[config.mk]
export PLATFORM = sky130hd
export DESIGN_NAME = chunk_reassembly_receiver
export DESIGN_NICKNAME = d
export VERILOG_FILES = /design/src/rtl/core/crr_pkg.sv /design/src/rtl/core/chunk_reassembly_receiver.sv /design/src/rtl/core/crr_ram.sv /design/src/rtl/core/crr_dp.sv /design/src/rtl/core/crr_ctrl.sv
export VERILOG_INCLUDE_DIRS = /design/src /design/src/rtl/core
export SDC_FILE = /design/constraint.sdc
export NUM_CORES = 2
export LEC_CHECK = 0
export BUFFER_PORTS_ARGS = -buffer_cell sky130_fd_sc_hd__buf_2
export CAP_MARGIN = 10
export CORE_MARGIN = 2
export CORE_UTILIZATION = 60
export DETAILED_ROUTE_END_ITERATION = 12
export PLACE_DENSITY = 0.82
export SETUP_SLACK_MARGIN = 0.4
export SKIP_LAST_GASP = 1
export SLEW_MARGIN = 40
export SYNTH_ARGS = -nofsm -noshare
export SYNTH_HDL_FRONTEND = slang
export SYNTH_HIERARCHICAL = 1
export SYNTH_SLANG_ARGS = --single-unit
[constraint.sdc]
create_clock -name clk -period 5.9 [get_ports clk]
set_input_delay 0.295 -clock clk [delete_from_list [all_inputs] [get_ports clk]]
set_output_delay 0.295 -clock clk [all_outputs]
set_load 0.01 [all_outputs]
[src/rtl/core/chunk_reassembly_receiver_macros.svh]
// ----------------------------------------------------------------------------
// chunk_reassembly_receiver assertion macros
// Shared concurrent assertion forms for the receiver's RTL modules.
// ----------------------------------------------------------------------------
`ifndef CHUNK_REASSEMBLY_RECEIVER_MACROS_SVH
`define CHUNK_REASSEMBLY_RECEIVER_MACROS_SVH

// same-cycle implication, disabled during reset
`define CRR_ASSERT_NOW(lbl, ck, rn, ante, cons) \
  lbl: assert property (@(posedge ck) disable iff (!rn) (ante) |-> (cons)) \
    else $error("crr assertion failed");

// next-cycle implication, disabled during reset
`define CRR_ASSERT_NEXT(lbl, ck, rn, ante, cons) \
  lbl: assert property (@(posedge ck) disable iff (!rn) (ante) |=> (cons)) \
    else $error("crr assertion failed");

`endif

[src/rtl/core/crr_pkg.sv]
// ----------------------------------------------------------------------------
// crr_pkg
// Sizes, result codes, control/status bundles and helpers of the receiver.
// ----------------------------------------------------------------------------
`default_nettype none

package crr_pkg;

  // store geometry
  localparam int CHUNKS          = 32;
  localparam int BYTES_PER_CHUNK = 8;
  localparam int SLOT_W          = (CHUNKS > 1) ? $clog2(CHUNKS) : 1;
  localparam int TOT_W           = $clog2(CHUNKS + 1);

  // field widths
  localparam int SEQ_W  = 16;
  localparam int LEN_W  = 4;
  localparam int DATA_W = 64;

  // result kinds
  localparam logic KIND_ACK  = 1'b0;
  localparam logic KIND_DATA = 1'b1;

  // controller -> datapath commands
  typedef struct packed {
    logic load;      // capture the input transfer
    logic update;    // write store, set marks, take total
    logic check;     // fold completion into the sticky flag
    logic ld_ack;    // load an acknowledgement into the output register
    logic ld_empty;  // load the empty-message result
    logic rd;        // read store entry at the emit index
    logic ld_data;   // load the read entry into the output register
    logic next;      // advance the emit index
    logic clear;     // drop marks, total, flag and emit index after emission
  } dp_cmd_t;

  // datapath -> controller status
  typedef struct packed {
    logic in_range;
    logic skip;
    logic complete;
    logic total_zero;
    logic out_last;
  } dp_sts_t;

  // byte-lane mask for the first len bytes
  function automatic logic [DATA_W-1:0] byte_mask(input logic [LEN_W-1:0] len);
    logic [DATA_W-1:0] m;
    m = '0;
    for (int b = 0; b < DATA_W / 8; b++) begin
      if (b < int'(len)) m[b*8 +: 8] = 8'hFF;
    end
    return m;
  endfunction

endpackage

`default_nettype wire

[src/rtl/core/chunk_reassembly_receiver.sv]
// ----------------------------------------------------------------------------
// chunk_reassembly_receiver
// Selective-repeat receiver that acknowledges chunks and reassembles messages.
// ----------------------------------------------------------------------------
// Takes one chunk per input transfer and handles it alone. A chunk with a
// sequence number beyond the store frees the input from the update state;
// otherwise the store update and completion check follow, and the
// acknowledgement (unless skipped) is offered on the next cycle. When the
// message completes, every stored chunk is emitted in order, one result at
// a time (read, load, offer), set by the single registered read port of
// the chunk store; the next read waits for the result to be taken, and
// input is held off until the last chunk is taken. An empty message gives
// one zero-length result. No clearing pass follows reset.
// ----------------------------------------------------------------------------
`default_nettype none

module chunk_reassembly_receiver
  import crr_pkg::*;
(
  input  wire logic              clk,
  input  wire logic              rst_n,
  input  wire logic              in_valid,
  output logic                   in_ready,
  input  wire logic [SEQ_W-1:0]  in_chunk_seq,
  input  wire logic [SEQ_W-1:0]  in_chunk_total,
  input  wire logic [LEN_W-1:0]  in_chunk_len,
  input  wire logic [DATA_W-1:0] in_chunk_bytes,
  input  wire logic              in_skip_ack,
  output logic                   out_valid,
  input  wire logic              out_ready,
  output logic                   out_result_kind,
  output logic [SEQ_W-1:0]       out_ack_seq,
  output logic [DATA_W-1:0]      out_out_bytes,
  output logic [LEN_W-1:0]       out_out_len,
  output logic                   out_last
);

  dp_cmd_t cmd;
  dp_sts_t sts;

  // sequencing
  crr_ctrl u_ctrl (
    .clk       (clk),
    .rst_n     (rst_n),
    .in_valid  (in_valid),
    .in_ready  (in_ready),
    .out_valid (out_valid),
    .out_ready (out_ready),
    .cmd       (cmd),
    .sts       (sts)
  );

  // storage and result formation
  crr_dp u_dp (
    .clk             (clk),
    .rst_n           (rst_n),
    .cmd             (cmd),
    .sts             (sts),
    .in_chunk_seq    (in_chunk_seq),
    .in_chunk_total  (in_chunk_total),
    .in_chunk_len    (in_chunk_len),
    .in_chunk_bytes  (in_chunk_bytes),
    .in_skip_ack     (in_skip_ack),
    .out_result_kind (out_result_kind),
    .out_ack_seq     (out_ack_seq),
    .out_out_bytes   (out_out_bytes),
    .out_out_len     (out_out_len),
    .out_last        (out_last)
  );

endmodule

`default_nettype wire

[src/rtl/core/crr_ram.sv]
// ----------------------------------------------------------------------------
// crr_ram
// Generic single-write, single-read RAM with registered read data.
// ----------------------------------------------------------------------------
`default_nettype none

module crr_ram #(
  parameter int WIDTH = 8,
  parameter int DEPTH = 32,
  localparam int AW   = (DEPTH > 1) ? $clog2(DEPTH) : 1
) (
  input  wire logic             clk,
  input  wire logic             we,
  input  wire logic [AW-1:0]    waddr,
  input  wire logic [WIDTH-1:0] wdata,
  input  wire logic             re,
  input  wire logic [AW-1:0]    raddr,
  output logic      [WIDTH-1:0] rdata
);

  logic [WIDTH-1:0] mem [DEPTH];

  always_ff @(posedge clk) begin
    if (we) mem[waddr] <= wdata;
    if (re) rdata <= mem[raddr];
  end

endmodule

`default_nettype wire

[src/rtl/core/crr_dp.sv]
// ----------------------------------------------------------------------------
// crr_dp
// Receiver datapath: input capture, chunk store, marks, completion check,
// emit index and result register.
// ----------------------------------------------------------------------------
`default_nettype none

module crr_dp
  import crr_pkg::*;
(
  input  wire logic              clk,
  input  wire logic              rst_n,
  input  wire dp_cmd_t           cmd,
  output dp_sts_t                sts,
  input  wire logic [SEQ_W-1:0]  in_chunk_seq,
  input  wire logic [SEQ_W-1:0]  in_chunk_total,
  input  wire logic [LEN_W-1:0]  in_chunk_len,
  input  wire logic [DATA_W-1:0] in_chunk_bytes,
  input  wire logic              in_skip_ack,
  output logic                   out_result_kind,
  output logic [SEQ_W-1:0]       out_ack_seq,
  output logic [DATA_W-1:0]      out_out_bytes,
  output logic [LEN_W-1:0]       out_out_len,
  output logic                   out_last
);

  // captured input
  logic [SEQ_W-1:0]  seq_r;
  logic [TOT_W-1:0]  tot_in_r;
  logic [LEN_W-1:0]  len_r;
  logic [DATA_W-1:0] bytes_r;
  logic              skip_r;

  // message state
  logic [CHUNKS-1:0] recv_r;
  logic [CHUNKS-1:0] ackd_r;
  logic [TOT_W-1:0]  total_r;
  logic              flag_r;
  logic [TOT_W-1:0]  idx_r;

  logic [LEN_W-1:0]        len_c;
  logic [TOT_W-1:0]        tot_c;
  logic [SLOT_W-1:0]       slot;
  logic [CHUNKS-1:0]       live;
  logic                    all_recv;
  logic                    all_ackd;
  logic [TOT_W:0]          idx_inc;
  logic [DATA_W+LEN_W-1:0] rd_data;

  // clamp length and total on the way in
  assign len_c = (in_chunk_len > LEN_W'(BYTES_PER_CHUNK)) ? LEN_W'(BYTES_PER_CHUNK)
                                                          : in_chunk_len;
  assign tot_c = (in_chunk_total > SEQ_W'(CHUNKS)) ? TOT_W'(CHUNKS)
                                                   : in_chunk_total[TOT_W-1:0];

  always_ff @(posedge clk) begin
    if (cmd.load) begin
      seq_r    <= in_chunk_seq;
      tot_in_r <= tot_c;
      len_r    <= len_c;
      bytes_r  <= in_chunk_bytes & byte_mask(len_c);
      skip_r   <= in_skip_ack;
    end
  end

  assign slot = seq_r[SLOT_W-1:0];

  // slots below the current total
  for (genvar i = 0; i < CHUNKS; i++) begin : g_live
    assign live[i] = (TOT_W'(i) < total_r);
  end

  assign all_recv = flag_r | (&(recv_r | ~live));
  assign all_ackd = &(ackd_r | ~live);
  assign idx_inc  = {1'b0, idx_r} + (TOT_W+1)'(1);

  // marks, total, sticky flag, emit index
  always_ff @(posedge clk) begin
    if (!rst_n) begin
      recv_r  <= '0;
      ackd_r  <= '0;
      total_r <= '0;
      flag_r  <= 1'b0;
      idx_r   <= '0;
    end else if (cmd.clear) begin
      recv_r  <= '0;
      ackd_r  <= '0;
      total_r <= '0;
      flag_r  <= 1'b0;
      idx_r   <= '0;
    end else begin
      if (cmd.update) begin
        recv_r[slot] <= 1'b1;
        if (!skip_r) ackd_r[slot] <= 1'b1;
        total_r <= tot_in_r;
      end
      if (cmd.check) flag_r <= all_recv;
      if (cmd.next)  idx_r  <= idx_inc[TOT_W-1:0];
    end
  end

  // chunk store: bytes in the low part, length on top
  crr_ram #(
    .WIDTH (DATA_W + LEN_W),
    .DEPTH (CHUNKS)
  ) u_store (
    .clk   (clk),
    .we    (cmd.update),
    .waddr (slot),
    .wdata ({len_r, bytes_r}),
    .re    (cmd.rd),
    .raddr (idx_r[SLOT_W-1:0]),
    .rdata (rd_data)
  );

  // result register
  always_ff @(posedge clk) begin
    if (cmd.ld_ack) begin
      out_result_kind <= KIND_ACK;
      out_ack_seq     <= seq_r;
      out_out_bytes   <= '0;
      out_out_len     <= '0;
      out_last        <= ~(all_recv & all_ackd);
    end else if (cmd.ld_empty) begin
      out_result_kind <= KIND_DATA;
      out_ack_seq     <= '0;
      out_out_bytes   <= '0;
      out_out_len     <= '0;
      out_last        <= 1'b1;
    end else if (cmd.ld_data) begin
      out_result_kind <= KIND_DATA;
      out_ack_seq     <= SEQ_W'(idx_r);
      out_out_bytes   <= rd_data[DATA_W-1:0];
      out_out_len     <= rd_data[DATA_W +: LEN_W];
      out_last        <= (idx_inc == {1'b0, total_r});
    end
  end

  // status back to the controller
  always_comb begin
    sts.in_range   = (seq_r < SEQ_W'(CHUNKS));
    sts.skip       = skip_r;
    sts.complete   = all_recv & all_ackd;
    sts.total_zero = (total_r == '0);
    sts.out_last   = out_last;
  end

endmodule

`default_nettype wire

[src/rtl/core/crr_ctrl.sv]
// ----------------------------------------------------------------------------
// crr_ctrl
// Receiver controller: sequences capture, store update, completion check,
// acknowledgement and in-order emission.
// ----------------------------------------------------------------------------
`default_nettype none

`include "chunk_reassembly_receiver_macros.svh"

module crr_ctrl
  import crr_pkg::*;
(
  input  wire logic    clk,
  input  wire logic    rst_n,
  input  wire logic    in_valid,
  output logic         in_ready,
  output logic         out_valid,
  input  wire logic    out_ready,
  output dp_cmd_t      cmd,
  input  wire dp_sts_t sts
);

  typedef enum logic [2:0] {
    S_IDLE,
    S_UPD,
    S_CHK,
    S_ACK,
    S_START,
    S_RD,
    S_LD,
    S_DATA
  } state_t;

  state_t state_r, state_nxt;
  logic   done_r, done_nxt;   // completion pending behind an acknowledgement

  assign in_ready  = (state_r == S_IDLE);
  assign out_valid = (state_r == S_ACK) || (state_r == S_DATA);

  // next state and datapath commands
  always_comb begin
    state_nxt = state_r;
    done_nxt  = done_r;
    cmd       = '0;
    unique case (state_r)
      S_IDLE: begin
        if (in_valid) begin
          cmd.load  = 1'b1;
          state_nxt = S_UPD;
        end
      end
      S_UPD: begin
        if (sts.in_range) begin
          cmd.update = 1'b1;
          state_nxt  = S_CHK;
        end else begin
          state_nxt = S_IDLE;
        end
      end
      S_CHK: begin
        cmd.check = 1'b1;
        if (!sts.skip) begin
          cmd.ld_ack = 1'b1;
          done_nxt   = sts.complete;
          state_nxt  = S_ACK;
        end else if (sts.complete) begin
          state_nxt = S_START;
        end else begin
          state_nxt = S_IDLE;
        end
      end
      S_ACK: begin
        if (out_ready) state_nxt = done_r ? S_START : S_IDLE;
      end
      S_START: begin
        if (sts.total_zero) begin
          cmd.ld_empty = 1'b1;
          state_nxt    = S_DATA;
        end else begin
          state_nxt = S_RD;
        end
      end
      S_RD: begin
        cmd.rd    = 1'b1;
        state_nxt = S_LD;
      end
      S_LD: begin
        cmd.ld_data = 1'b1;
        state_nxt   = S_DATA;
      end
      S_DATA: begin
        if (out_ready) begin
          if (sts.out_last) begin
            cmd.clear = 1'b1;
            state_nxt = S_IDLE;
          end else begin
            cmd.next  = 1'b1;
            state_nxt = S_RD;
          end
        end
      end
      default: state_nxt = S_IDLE;
    endcase
  end

  always_ff @(posedge clk) begin
    if (!rst_n) begin
      state_r <= S_IDLE;
      done_r  <= 1'b0;
    end else begin
      state_r <= state_nxt;
      done_r  <= done_nxt;
    end
  end

  // input is never taken while a result is on offer
  `CRR_ASSERT_NOW(a_no_overlap, clk, rst_n, in_ready, !out_valid)
  // an accepted chunk always moves on to the store update
  `CRR_ASSERT_NEXT(a_load_to_upd, clk, rst_n, in_valid && in_ready, state_r == S_UPD)
  // last emitted chunk clears the message and returns to idle
  `CRR_ASSERT_NEXT(a_last_to_idle, clk, rst_n,
                   state_r == S_DATA && out_ready && sts.out_last,
                   state_r == S_IDLE && sts.total_zero)

endmodule

`default_nettype wire
; ---- Word-level counts from Yosys, hierarchy flattened
; Memory sizes are Yosys's and may differ from the RTL's. A register that Yosys moved wholly into a read port is not among the register bits.
; Index checks and enable logic that the tools add are counted.
[classes]
n_mux = 53
bitwise = 11
addsub = 1
magnitude_cmp = 45
eq_ne = 11
n_reduce_logical = 13
[op_table]
columns = op, n
row1 = 8-bit two-way mux, 16
row2 = 32-bit bitwise OR, 4
row3 = 5-bit by 6-bit less-than comparator with 1-bit output (first input constant), 16
row4 = 64-bit bitwise AND, 1
row5 = 32-bit AND reduction, 2
row6 = 4-bit by 6-bit less-than comparator with 1-bit output (first input constant), 8
row7 = 16-bit two-way mux, 3
row8 = 32-bit NOT, 1
row9 = 3-bit by 6-bit less-than comparator with 1-bit output (first input constant), 4
row10 = 3-bit case mux with 8 select lines, 1
row11 = 3-bit two-way mux, 7
row12 = 1-bit two-way mux, 19
row13 = 16-bit by 6-bit greater-than comparator with 1-bit output (second input constant), 1
row14 = 16-bit by 6-bit less-than comparator with 1-bit output (second input constant), 1
row15 = 3-bit by 4-bit less-than comparator with 1-bit output (first input constant), 4
row16 = 3-bit equality test (second input constant), 4
row17 = 1-bit by 6-bit less-than comparator with 1-bit output (first input constant), 2
row18 = 2-bit by 6-bit less-than comparator with 1-bit output (first input constant), 2
row19 = 2-bit two-way mux, 5
row20 = 1-bit by 4-bit less-than comparator with 1-bit output (first input constant), 2
row21 = 2-bit by 4-bit less-than comparator with 1-bit output (first input constant), 2
row22 = 6-bit by 1-bit adder with 7-bit output (second input constant), 1
row23 = 7-bit by 6-bit equality test with 1-bit output, 1
row24 = 3-bit by 2-bit equality test with 1-bit output (second input constant), 2
row25 = other kinds (19), 25
[word_totals]
ramBits = 2176
output_inout_bits = 88
inputBits = 105
ff_bits = 258
mem_count = 1
[memory_table]
columns = memory, words, word_bits, rd, rd_clocked_by_memory_dff, write_ports, line
row1 = u_dp.u_store.mem, 32, 68, 1, 1, 1, crr_ram.sv:21  ; logic [WIDTH-1:0] mem [DEPTH];

; ---- Longest topological paths before layout
[logic_depth]
ltp_word = 9
depth_mapped = 12

; ---- Hierarchy
; The synthesis kept the hierarchy.
[by_module_without_submodules]
columns = mod, area_each_um2, cells_each, instances, seq_area_each_um2
row1 = crr_ram, 84557.3, 3286, 1, 67384.6
row2 = crr_dp, 10009.6, 921, 1, 6165.9
row3 = crr_ctrl, 347.8, 40, 1, 80.1

; ---- Worst setup path after synthesis
; OpenSTA, ideal clock, no wires.
[synth_timing]
path_kind = reg2reg
from = reg u_dp.seq_r[13]
to = mem u_dp/u_store/mem[28][0] (netlist name) (enable)
arrival_time_ns = 4.609
slack_ns = 0.796
stages_incl_launch_ff = 8
setup_ns = 0.495
period_less_slack_ns = 5.104
path_cell_list = edfxtp_1 nor4_1 nand2_1 nor4_1 and4bb_2 or3b_2 clkbuf_1 nor2_1
[synth_rtl]
columns = element, line
row1 = start: declaration, crr_dp.sv:28  ; logic [SEQ_W-1:0] seq_r;
row2 = start signal: assignment, crr_dp.sv:58  ; seq_r <= in_chunk_seq;
row3 = end: declaration, crr_ram.sv:21

==> run_results.csv <==
group,metric,value,unit
outcome,status,"complete, no violations",
synthesis,synthFlopType,"edfxtp_1",
layout,area_growth,14.71,%
floorplan,core,156600,um2
floorplan,die_area,161400,um2
synthesis,netlist_area,94910,um2
drt,first_pass_iters,8,
synthesis,synth_seq_area_share,0.7758,
drt,ant_nets,0,
drt,drc,0,
cts,clock_sinks,2502,
synthesis,syn-num-nets,4353,
sta,setup_viol,0,
synthesis,synth_xor_area_frac,0.0009228,
sta,drv_slew,0,
setup_path,endpoint_kind,"register",
cts,cts-resized-gates,0,
global_route,grt_pass1_wl,392000,um
synthesis,synth_simple_gate_area_share,0.02389,
placement,portBuffers,192,
floorplan,dieWidth,401.7,um
synthesis,ys_ff_latch,2502,
placement,pre_cts_ws,1.470,ns
setup_path,reg2reg_from,"u_dp/seq_r[13]",
drt,num_vias,51292,
synthesis,synth.distinct_cells,78,
sta,fmax,0.2288,GHz
setup_path,timing.rr.end,"u_dp/u_store/mem[0][63]",
setup_path,crit_start,"u_dp/seq_r[13]",
floorplan,die_h,401.7,um
setup_path,cp.arrival,4.85,ns
sta,slew_headroom,0.3446,
drt,routed_wl,284800,um
placement,place_area,99820,um2
cts,clk_latency,0.90,ns
setup_path,reg2regPathDepth,8,
cts,cts-root-buf,"clkbuf_16",
cts,cts_tree,"done",
placement,dp_hpwl,133900,um
job,cap_violations,0,
sta,post-route-period-util,0.7408,
synthesis,synth_fa_ha_area_frac,0.0003427,
layout,drive_gt1_frac,0.3098,
setup_path,path_class,"reg2reg",
cts,cts.path.max_buffers,3,
drt,viasPerCell,7.317,
layout,nFillCells,8369,
synthesis,syn_avg_cell_area,22.35,um2
synthesis,synth_compound_area_frac,0.01368,
power_and_ir_drop,leakagePower,33.80,nW
cts,post_cts_buffers,0,
cts,cts_made_buffers,226,
global_route,grt-ovfl-total,0,
sta,finalHoldViolations,0,
floorplan,rows,145,
setup_path,critPathMaxFanout,26,
synthesis,ys.warnings.count,6,
sta,period_needed,4.371,ns
cts,holdBufCountCts,102,
setup_path,worstPathRequired,6.38,ns
floorplan,top_level_ports,193,
global_route,antenna_found_initial,14,
cts,cts-htree-levels,4,
power_and_ir_drop,power_density,325.4,nW/um2
power_and_ir_drop,peakVddDrop,0.3272,mV
sta,fin_ws,1.529,ns
global_route,grt_max_degree,93,
setup_path,regToRegSetupSlack,1.53,ns
synthesis,synth_edf_count,2352,
drt,post_drt_wl_per_cell,40.62,um
placement,gp_congestion,0.8502,
global_route,grt_pass1_vias,51241,
floorplan,initial_core_util,0.6062,
layout,nets,4860,
setup_path,worst_setup_path_start_kind,"register",
synthesis,synth_mux_area_frac,0.1737,
sta,worst_pin_slew,0.9831,ns
synthesis,synthArstFlopShare,0,
sta,hold_ws,0.09865,ns
sta,skew,0.06749,ns
worst_hold_path,hp-class,"in2reg",
layout,final_area,108900,um2
global_route,track_usage,0.3480,
synthesis,synth_top_family_by_area,"multiplexers",
sta,setup_tns,0,ns
cts,clkTransAtPathRegs,0.06,ns
sta,rsz0062_at_grt,"no",
setup_path,critPathCapture,"u_dp/u_store/mem[0][63]",
synthesis,syn_inst,4247,
drt,drtIter0Drc,10640,
[worst min path at each step]
stage                    startpoint               to  cells past startpoint
floorplan           in_chunk_seq[0]    u_dp/seq_r[0]                      0
global placement    u_dp/recv_r[25]  u_dp/recv_r[25]                      2
detailed placement  u_dp/recv_r[10]  u_dp/recv_r[10]                      2
CTS                 in_chunk_len[3]    u_dp/len_r[3]                      1
global route        in_chunk_len[3]    u_dp/len_r[3]                      1
finish              in_chunk_len[3]    u_dp/len_r[3]                      1
[cell families (layout without fill, tap and decap cells)]
family	after synthesis	count (layout)
DFF	2502	2502
AOI/OAI and AO/OA	204	204
adders and majority gates	3	3
xor gates and xnor gates	10	10
and+or+nand+nor	448	448
buffers and inverters	243	944
other	0	4
muxes	837	837
[layout by cell type (no fill, tap or decap), types with 62 or more instances in the layout]
cell type      Yosys  routed
edfxtp_1        2352    2352
buf_2             62     192
nor2_1           215     180
nor2b_1           63      62
mux2i_1          118     118
mux4_2           640     640
mux2_2            77      77
buf_4             17      78
dlygate4sd3_1      0     102
a21oi_1           80      79
clkbuf_16          0     230
buf_6              8      76
dfxtp_1          150     145
[routing by layer]
metal  part of all wire  GRT usage
met1               0.31     0.4531
met2               0.48     0.5524
met3               0.15    0.08704
met4              0.059     0.1794
met5            0.00016          0
[sequential cells by signal (all words and copies together), names as in the netlist]
name and cells:
u_dp/recv_r 32, u_dp/skip_r 1, u_dp/u_store/rdata 68, u_dp/out_ack_seq 16, u_dp/out_out_len 4, u_dp/idx_r 6
u_dp/u_store/mem 2176, u_ctrl/done_r 1, u_dp/bytes_r 64, u_dp/tot_in_r 6, u_dp/len_r 4, u_dp/out_out_bytes 64
u_dp/ackd_r 32, u_dp/out_last 1, u_dp/total_r 6, u_dp/seq_r 16, u_dp/out_result_kind 1, u_dp/flag_r 1
u_ctrl/state_r 3
[metrics by stage]
stage | util | std cells | total power [mW]
2_1_floorplan | - | 4247 | 20.12
3_3_place_gp | 0.6323 | 6388 | 20.35
3_5_place_dp | 0.6375 | 6444 | 20.44
4_1_cts | 0.6918 | 6968 | 35.19
5_1_grt | 0.6953 | 7006 | 36.02
6_report | 0.6954 | 7010 | 35.43
[where the power goes]
part,internal (mW),switching [mW]
clock,8.35,6.90
sequential,19.5,0.151
combinational,0.172,0.362
total,28.0,7.41
[layout make-up]
type	instances	area (um2)	share of cell area
Sequential cell	2502	73650	0.6764
Multi-Input combinational cell	1502	20520	0.1885
Clock buffer	294	6085	0.05588
Timing Repair Buffer	508	4594	0.04220
Tap cell	2058	2575	0.02365
Clock inverter	128	1394	0.01280
Inverter	14	52.55	0.0004826
Antenna cell	4	10.01	0.00009193
[critical path: stages (launching register included)]
cell and delay, ns:
edfxtp_1 0.39, nor4_1 0.39, nand2_1 0.12, nor4_1 0.39, and4bb_2 0.68, or3b_2 0.75, nor2_4 0.42, clkbuf_16 0.28
buf_4 0.51
[cell usage after synthesis (9+ instances only)]
| cell type | number | area [um2] |
|---|---|---|
| nand2_1 | 30 | 112.6 |
| nor2b_1 | 63 | 394.1 |
| nor3_1 | 20 | 100.1 |
| buf_1 | 15 | 56.30 |
| clkbuf_1 | 127 | 476.7 |
| o21ai_0 | 34 | 170.2 |
| nand2b_1 | 15 | 93.84 |
| buf_2 | 62 | 310.3 |
| o22ai_1 | 13 | 81.33 |
| mux2_2 | 77 | 867.1 |
| nor2_1 | 215 | 807.0 |
| nand3_1 | 14 | 70.07 |
| and2_1 | 30 | 187.7 |
| mux4_2 | 640 | 14410 |
| buf_4 | 17 | 127.6 |
| edfxtp_1 | 2352 | 70630 |
| mux2i_1 | 118 | 1181 |
| dfxtp_1 | 150 | 3003 |
| a21oi_1 | 80 | 400.4 |
| nor4_1 | 9 | 56.30 |
| inv_1 | 14 | 52.55 |
| a221oi_1 | 14 | 122.6 |
No activity file was read; power rests on OpenSTA's default activity.
